`src/sv/tspm_pkg.sv`:
```
// Package with the shared types, constants and codes of the triple store block.
package tspm_pkg;

  localparam int TableDepth = 1024;
  localparam int AddrW = $clog2(TableDepth);
  localparam int FillW = $clog2(TableDepth + 1);

  localparam logic [2:0] KIND_ADD = 3'd0;
  localparam logic [2:0] KIND_TYPE = 3'd1;
  localparam logic [2:0] KIND_SCAN = 3'd2;
  localparam logic [2:0] KIND_JOIN = 3'd3;
  localparam logic [2:0] KIND_KNOWS = 3'd4;

  localparam logic [1:0] REG_LIMIT = 2'd0;
  localparam logic [1:0] REG_TYPE = 2'd1;
  localparam logic [1:0] REG_KNOWS = 2'd2;
  localparam logic [1:0] REG_PERSON = 2'd3;

  typedef struct packed {
    logic [2:0] kind;
    logic [31:0] subject;
    logic [31:0] predicate;
    logic [31:0] object;
    logic [31:0] second_predicate;
  } in_item_t;

  typedef struct packed {
    logic [31:0] match_subject;
    logic [31:0] match_object;
    logic is_last;
    logic [5:0] match_count;
  } out_item_t;

  typedef enum logic [3:0] {
    ST_IDLE, ST_OUTER_RD, ST_OUTER_EV, ST_IN1_RD, ST_IN1_EV,
    ST_IN2_RD, ST_IN2_EV, ST_EMIT, ST_FINAL
  } state_t;

  // Commands from the controller to the datapath.
  typedef struct packed {
    logic load;       // capture the accepted transaction
    logic add;        // append the captured triple
    logic rd_outer;   // read the entry at the outer index
    logic rd_inner;   // read the entry at the inner index
    logic clr_inner;  // inner index to zero
    logic inc_inner;
    logic inc_outer;
    logic emit;       // load a match into the output register
    logic final_item; // load the final item into the output register
  } cmd_t;

  // Status from the datapath to the controller.
  typedef struct packed {
    logic [2:0] kind;
    logic outer_done;  // outer index reached fill or limit reached
    logic inner_done;  // inner index reached fill
    logic outer_pred;  // outer entry satisfies the direct test
    logic inner_hit1;  // inner entry satisfies the first lookup
    logic inner_hit2;  // inner entry satisfies the second lookup
    logic out_busy;
  } stat_t;

endpackage

```
`src/sv/tspm_ctrl.sv`:
```
// Controller state machine that sequences adds, scans and nested lookups.
module tspm_ctrl import tspm_pkg::*; (
  input  logic  clk,
  input  logic  rst_n,
  input  logic  in_valid,
  output logic  in_stall,
  input  stat_t stat,
  output cmd_t  cmd
);

  state_t state_r, state_nxt;

  always_ff @(posedge clk) begin
    if (!rst_n) begin
      state_r <= ST_IDLE;
    end else begin
      state_r <= state_nxt;
    end
  end

  always_comb begin
    state_nxt = state_r;
    cmd = '0;
    in_stall = 1'b1;
    unique case (state_r)
      ST_IDLE: begin
        in_stall = 1'b0;
        if (in_valid) begin
          cmd.load = 1'b1;
          state_nxt = ST_OUTER_RD;
        end
      end
      ST_OUTER_RD: begin
        if (stat.kind == KIND_ADD) begin
          cmd.add = 1'b1;
          state_nxt = ST_IDLE;
        end else if (stat.kind > KIND_KNOWS) begin
          state_nxt = ST_IDLE;
        end else if (stat.outer_done) begin
          state_nxt = ST_FINAL;
        end else begin
          cmd.rd_outer = 1'b1;
          state_nxt = ST_OUTER_EV;
        end
      end
      ST_OUTER_EV: begin
        if (!stat.outer_pred) begin
          cmd.inc_outer = 1'b1;
          state_nxt = ST_OUTER_RD;
        end else if (stat.kind == KIND_TYPE || stat.kind == KIND_SCAN) begin
          state_nxt = ST_EMIT;
        end else begin
          cmd.clr_inner = 1'b1;
          state_nxt = ST_IN1_RD;
        end
      end
      ST_IN1_RD: begin
        if (stat.inner_done) begin
          cmd.inc_outer = 1'b1;
          state_nxt = ST_OUTER_RD;
        end else begin
          cmd.rd_inner = 1'b1;
          state_nxt = ST_IN1_EV;
        end
      end
      ST_IN1_EV: begin
        if (stat.inner_hit1) begin
          cmd.clr_inner = 1'b1;
          if (stat.kind == KIND_JOIN) begin
            state_nxt = ST_EMIT;
          end else begin
            state_nxt = ST_IN2_RD;
          end
        end else begin
          cmd.inc_inner = 1'b1;
          state_nxt = ST_IN1_RD;
        end
      end
      ST_IN2_RD: begin
        if (stat.inner_done) begin
          cmd.inc_outer = 1'b1;
          state_nxt = ST_OUTER_RD;
        end else begin
          cmd.rd_inner = 1'b1;
          state_nxt = ST_IN2_EV;
        end
      end
      ST_IN2_EV: begin
        if (stat.inner_hit2) begin
          state_nxt = ST_EMIT;
        end else begin
          cmd.inc_inner = 1'b1;
          state_nxt = ST_IN2_RD;
        end
      end
      ST_EMIT: begin
        if (!stat.out_busy) begin
          cmd.emit = 1'b1;
          cmd.inc_outer = 1'b1;
          state_nxt = ST_OUTER_RD;
        end
      end
      ST_FINAL: begin
        if (!stat.out_busy) begin
          cmd.final_item = 1'b1;
          state_nxt = ST_IDLE;
        end
      end
      default: state_nxt = ST_IDLE;
    endcase
  end

endmodule

```
`config.mk`:
```
export PLATFORM = sky130hd
export DESIGN_NAME = tspm_ctrl
export DESIGN_NICKNAME = d
export VERILOG_FILES = /design/src/sv/tspm_pkg.sv /design/src/sv/tspm_ctrl.sv
export SDC_FILE = /design/constraint.sdc
export NUM_CORES = 1
export LEC_CHECK = 0
export ABC_AREA = 1
export ABC_CLOCK_PERIOD_IN_PS = 1000
export BUFFER_PORTS_ARGS = -buffer_cell sky130_fd_sc_hd__buf_4
export CAP_MARGIN = 10
export CORE_AREA = 2 2 39 41
export CTS_CLUSTER_DIAMETER = 200
export DETAILED_ROUTE_END_ITERATION = 7
export DIE_AREA = 0 0 41 43
export PLACE_DENSITY = 0.68
export SLEW_MARGIN = 20
export SYNTH_ARGS = -nofsm -noshare
export SYNTH_HDL_FRONTEND = slang
export SYNTH_SLANG_ARGS = --single-unit
```
`constraint.sdc`:
```
create_clock -name clk -period 1 [get_ports clk]
set_input_delay 0.05 -clock clk [delete_from_list [all_inputs] [get_ports clk]]
set_output_delay 0.05 -clock clk [all_outputs]
set_load 0.01 [all_outputs]
```
* After elaboration in Yosys (flattened, before gate mapping)
Index checks and enable logic that the tools add are counted.
** Storage, ports and cells
- Logic and storage cells :: 59
- Register bits after elaboration :: 4
** Operators by class
- Equality and inequality tests :: 14
- $lt $le $gt $ge :: 1
- Reduce and logical (&&, ||, !) cells :: 5
- Multiplexer cells :: 38
** Operators by type and width (number)
- case mux 4 bit (9 select lines) :: 1
- two-way mux 4 bit :: 7
- two-way mux 1 bit :: 19
- equality test 4 x 3 -> 1 bit, second input constant :: 4
- two-way mux 3 bit :: 4
- equality test 4 x 2 -> 1 bit, second input constant :: 2
- two-way mux 2 bit :: 4
- equality test 3 x 2 -> 1 bit, second input constant :: 2
- inequality test 2 bit, second input constant :: 3
- equality test 4 x 1 -> 1 bit, second input constant :: 1
- equality test 4 bit, second input constant :: 1
- zero test 4 bit :: 1
- case mux 1 bit (2 select lines) :: 2
- equality test 3 x 1 -> 1 bit, second input constant :: 1
- greater-than comparator 3 bit, second input constant :: 1
- zero test 3 bit :: 1
- case mux 1 bit (3 select lines) :: 1
- AND reduction 3 bit :: 1
- OR reduction 2 bit :: 1
- logical OR 1 bit :: 1

* Longest topological paths before layout
- Depth in word-level cells :: 5
- Depth in mapped cells :: 9
- Depth with buffers taken out :: 9

* Worst setup path before layout
No wires, ideal clock.
- Kind :: register -> output
- From :: reg state_r[2]
- To :: out cmd[2] (netlist name)
- Data arrival time :: 1.029 ns
- Cell stages (with the launch flop) :: 7
- Data required time :: 0.950 ns
- Path slack :: -0.079 ns
- Cell sequence :: dfxtp_1 inv_1 nor2_4 nand2_2 nor2_1 a21oi_1 o31ai_1
** RTL lines
- start, declared :: line tspm_ctrl.sv:11 : state_t state_r, state_nxt;
- start signal, assigned :: line tspm_ctrl.sv:17 : state_r <= state_nxt;
- end, declared :: line tspm_ctrl.sv:8 : output cmd_t cmd

==> impl_metrics.py <==
metrics = {
    "grt": {
        "use_met1_pct": 24.36,
        "grt_overflow_total": 0,
        "antenna_found_initial": 0,
        "grt_first_pass_wirelength_um": 2753,
        "grt_max_degree": 7,
        "grt_usage_pct": 22.87,
        "first_global_vias": 676,
        "busiest_layer": "met2",
        "grtUsageMet2_pct": 40.00,
        "grt_util_met3_pct": 3.665,
    },
    "setup_path": {
        "worstPathCellList": "nor2_4 -> buf_6 -> nand2_4 -> o21ai_4 -> a21oi_2 -> o31ai_2 -> buf_4",
        "crit_path_max_incr_delay_ps": 390,
        "path_class": "flop to output pin",
        "cp.required_ps": 950,
        "slowest_stage": "dfxtp_4",
        "cp-start-kind": "flop",
        "worstPathArrival_ps": 1320,
        "cp-startpoint": "state_r[3]$_SDFFE_PN0P_",
        "end_kind": "output pin",
        "r2r-start": "state_r[2]$_SDFFE_PN0P_",
        "critPathMaxFanout": 4,
    },
    "power_and_ir_drop": {
        "p_switching_w": 0.0003072,
        "ir_drop_v": 0.0005595,
        "p_comb_share_pct": 48.8,
        "seq_power_share_pct": 24.8,
        "p_per_area_mw_per_mm2": 795.3,
        "clock_power_share_pct": 26.4,
        "power_switching_share_pct": 37.93,
        "p_total_w": 0.0008100,
        "cellLeakagePower_nw": 0.5187,
        "internal_power_w": 0.0005028,
    },
    "logic_synthesis": {
        "ys_seq_elements": 4,
        "async_flop_share_pct": 0,
        "yosysUniqueCellTypes": 22,
        "avgSynthCellArea_um2": 5.849,
        "synth_flop_cell": "dfxtp_1",
        "seq_area_frac_synth_pct": 16.49,
        "synth_area_leaders": "dfxtp_1, nand2_1, inv_1",
        "synth_top_area_share_pct": 16.49,
        "synth_warnings": 0,
        "synthCells": 83,
        "synth-edff-count": 0,
        "mappedNetlistArea_um2": 485.5,
        "syn-num-nets": 95,
        "synth_top_cell_by_area": "dfxtp_1",
    },
    "clock_network": {
        "cts_made_buffers": 3,
        "clockRootBuffer": "clkbuf_4",
        "cts_tree": "done",
        "clockBufferDepth": 2,
        "clock-sinks": 4,
        "clk_latency_ps": 250,
        "clkSlewWorstSetupHoldPaths_ps": 50,
        "ctsHtreeMaxLevel": 1,
    },
    "finish": {
        "final_nets": 140,
        "multi_input_area_um2": 469.2,
        "reg_top3": "state_r x4",
        "final_util_pct": 73.60,
        "syn_to_final_growth_pct": 109.8,
        "antenna_cells": 0,
        "largest_register_ffs": 4,
        "nFillCells": 115,
        "drive_gt1_share_pct": 69.05,
        "largest_register": "state_r",
        "seqCellArea_um2": 95.09,
    },
    "sta": {
        "tightestPinTransition_ps": 262.1,
        "slew_viol_final": 0,
        "post-route-period-util_pct": 136.8,
        "final-hold-violation-count": 0,
        "setup_violations": 14,
        "relSlewSlack_pct": 82.34,
        "hold_slack_ps": 7.191,
        "min_period_ps": 1368,
        "skew_ps": 12.19,
        "rsz0062_at_grt": "true",
        "layout_setup_ws_ps": -368.4,
        "fmax_mhz": 730.8,
    },
    "floorplan": {
        "core_mm2": 0.001384,
        "fp.dieH_um": 43,
        "initial_core_util_pct": 35.08,
        "rows": 14,
        "dieArea_mm2": 0.001763,
        "ios": 22,
        "die_x_um": 41,
    },
    "drt": {
        "totalWireLength_um": 1956,
        "route.detailed.drc": 0,
        "ant_nets": 0,
        "via_per_inst": 5.120,
        "drtPass1Iterations": 4,
        "drt_iter0_markers": 19,
        "vias": 727,
        "detail_route.wl_per_cell_um": 13.77,
    },
    "job": {
        "max-cap-violations": 0,
    },
    "placed_design": {
        "routabilityCongestion": 0.7827,
        "port-buffer-count": 21,
        "dpl.hpwl_um": 1104,
    },
    "run_status": {
        "violations": "setup timing",
        "status": "finished, violations left",
    },
    "min_path": {
        "worstHoldPathType": "primary input to flop",
        "min_from": "rst_n",
    },
}
==> worst paths after layout <==
kind / end / slack (ps) / cells past startpoint
max: cmd[2] / -370 / 7
min: state_r[1]$_SDFFE_PN0P_ / 7 / 3
max reg2reg: state_r[0]$_SDFFE_PN0P_ / -290 / 9
min reg2reg: state_r[3]$_SDFFE_PN0P_ / 720 / 4
==> cells in the final DEF (no fill, tap or decap), types with 2 or more instances in the layout <==
master    netlist  routed
nand2_1        15       8
nand4_1         2       2
nand2_2         5       8
dfxtp_4         0       4
buf_6           0      11
o21ai_0         2       2
inv_4           0       4
inv_2           4       3
inv_1          11       9
nor2_2          5       5
nor2_1         11       6
o211ai_1        2       2
buf_4           0      29
nand3_2         1       2
nand2_4         1       4
clkbuf_4        0       3
a21oi_2         1       2
nor2_4          2       7
a21oi_1         4       3
nand3_1         7       5
==> what timing repair did <==
action | in CTS | in global routing
buffers inserted | 12 | 4
hold endpoints to repair | 0 | 0
resized for setup | 25 | 24
endpoints found under the setup margin | 14 | 14
pin swaps | 14 | 13
hold buffers | 0 | 0
==> critical path: cells and delay by family (launching register included) <==
kind,cells,cell delay (ps)
AOI/OAI and AO/OA,3,310
buffers and inverters,2,260
DFF,1,390
and+or+nand+nor,2,110
==> synthesized netlist by cell type, types with 4 or more instances <==
cell	count
nor2_2	5
dfxtp_1	4
nand2_1	15
nand2_2	5
a21oi_1	4
inv_2	4
nand3_1	7
inv_1	11
nor2_1	11
==> metal layers <==
metal / vias up / share of wire [%]
met4: 0 / 1.9
li1: 352 / -
met5: - / 0
met2: 27 / 55
met1: 344 / 39
met3: 4 / 4.5
==> power by group through the flow <==
| stage | combinational, W | sequential (W) | clock, W |
|---|---|---|---|
| 3_3_place_gp | 0.000254 | 0.000196 | 0 |
| 5_1_grt | 0.000426 | 0.000200 | 0.000234 |
| 2_1_floorplan | 0.000136 | 0.000192 | 0 |
| 4_1_cts | 0.000345 | 0.000191 | 0.000208 |
| 3_5_place_dp | 0.000254 | 0.000195 | 0 |
| 6_report | 0.000395 | 0.000201 | 0.000214 |
==> stage by stage <==
step / area [µm²] / setup WS, ps / TNS, ps / cells
detailed placement: 698.2 / -107.4 / -499.0 / 123
floorplan: 498.0 / 2.309 / 0 / 83
CTS: 894.6 / -289.5 / -2983 / 138
global placement: 698.2 / -171.8 / -604.1 / 123
finish: 1018 / -368.4 / -3609 / 142
global route: 1018 / -418.5 / -4436 / 142
==> cell type report <==
class / instances / share of cell area, %
multi-input cells: 63 / 46.07
repair buffers: 40 / 33.54
flip-flops and latches: 4 / 9.337
clock buffers: 3 / 2.211
inverters: 16 / 6.880
well taps: 16 / 1.966
==> cell families after synthesis <==
family	synth area share, %
flip-flops	16.50
AND/OR/NAND/NOR	53.09
buffers and inverters	12.37
AO/OA/AOI/OAI	18.04
No activity file was read; power rests on OpenSTA's default activity.
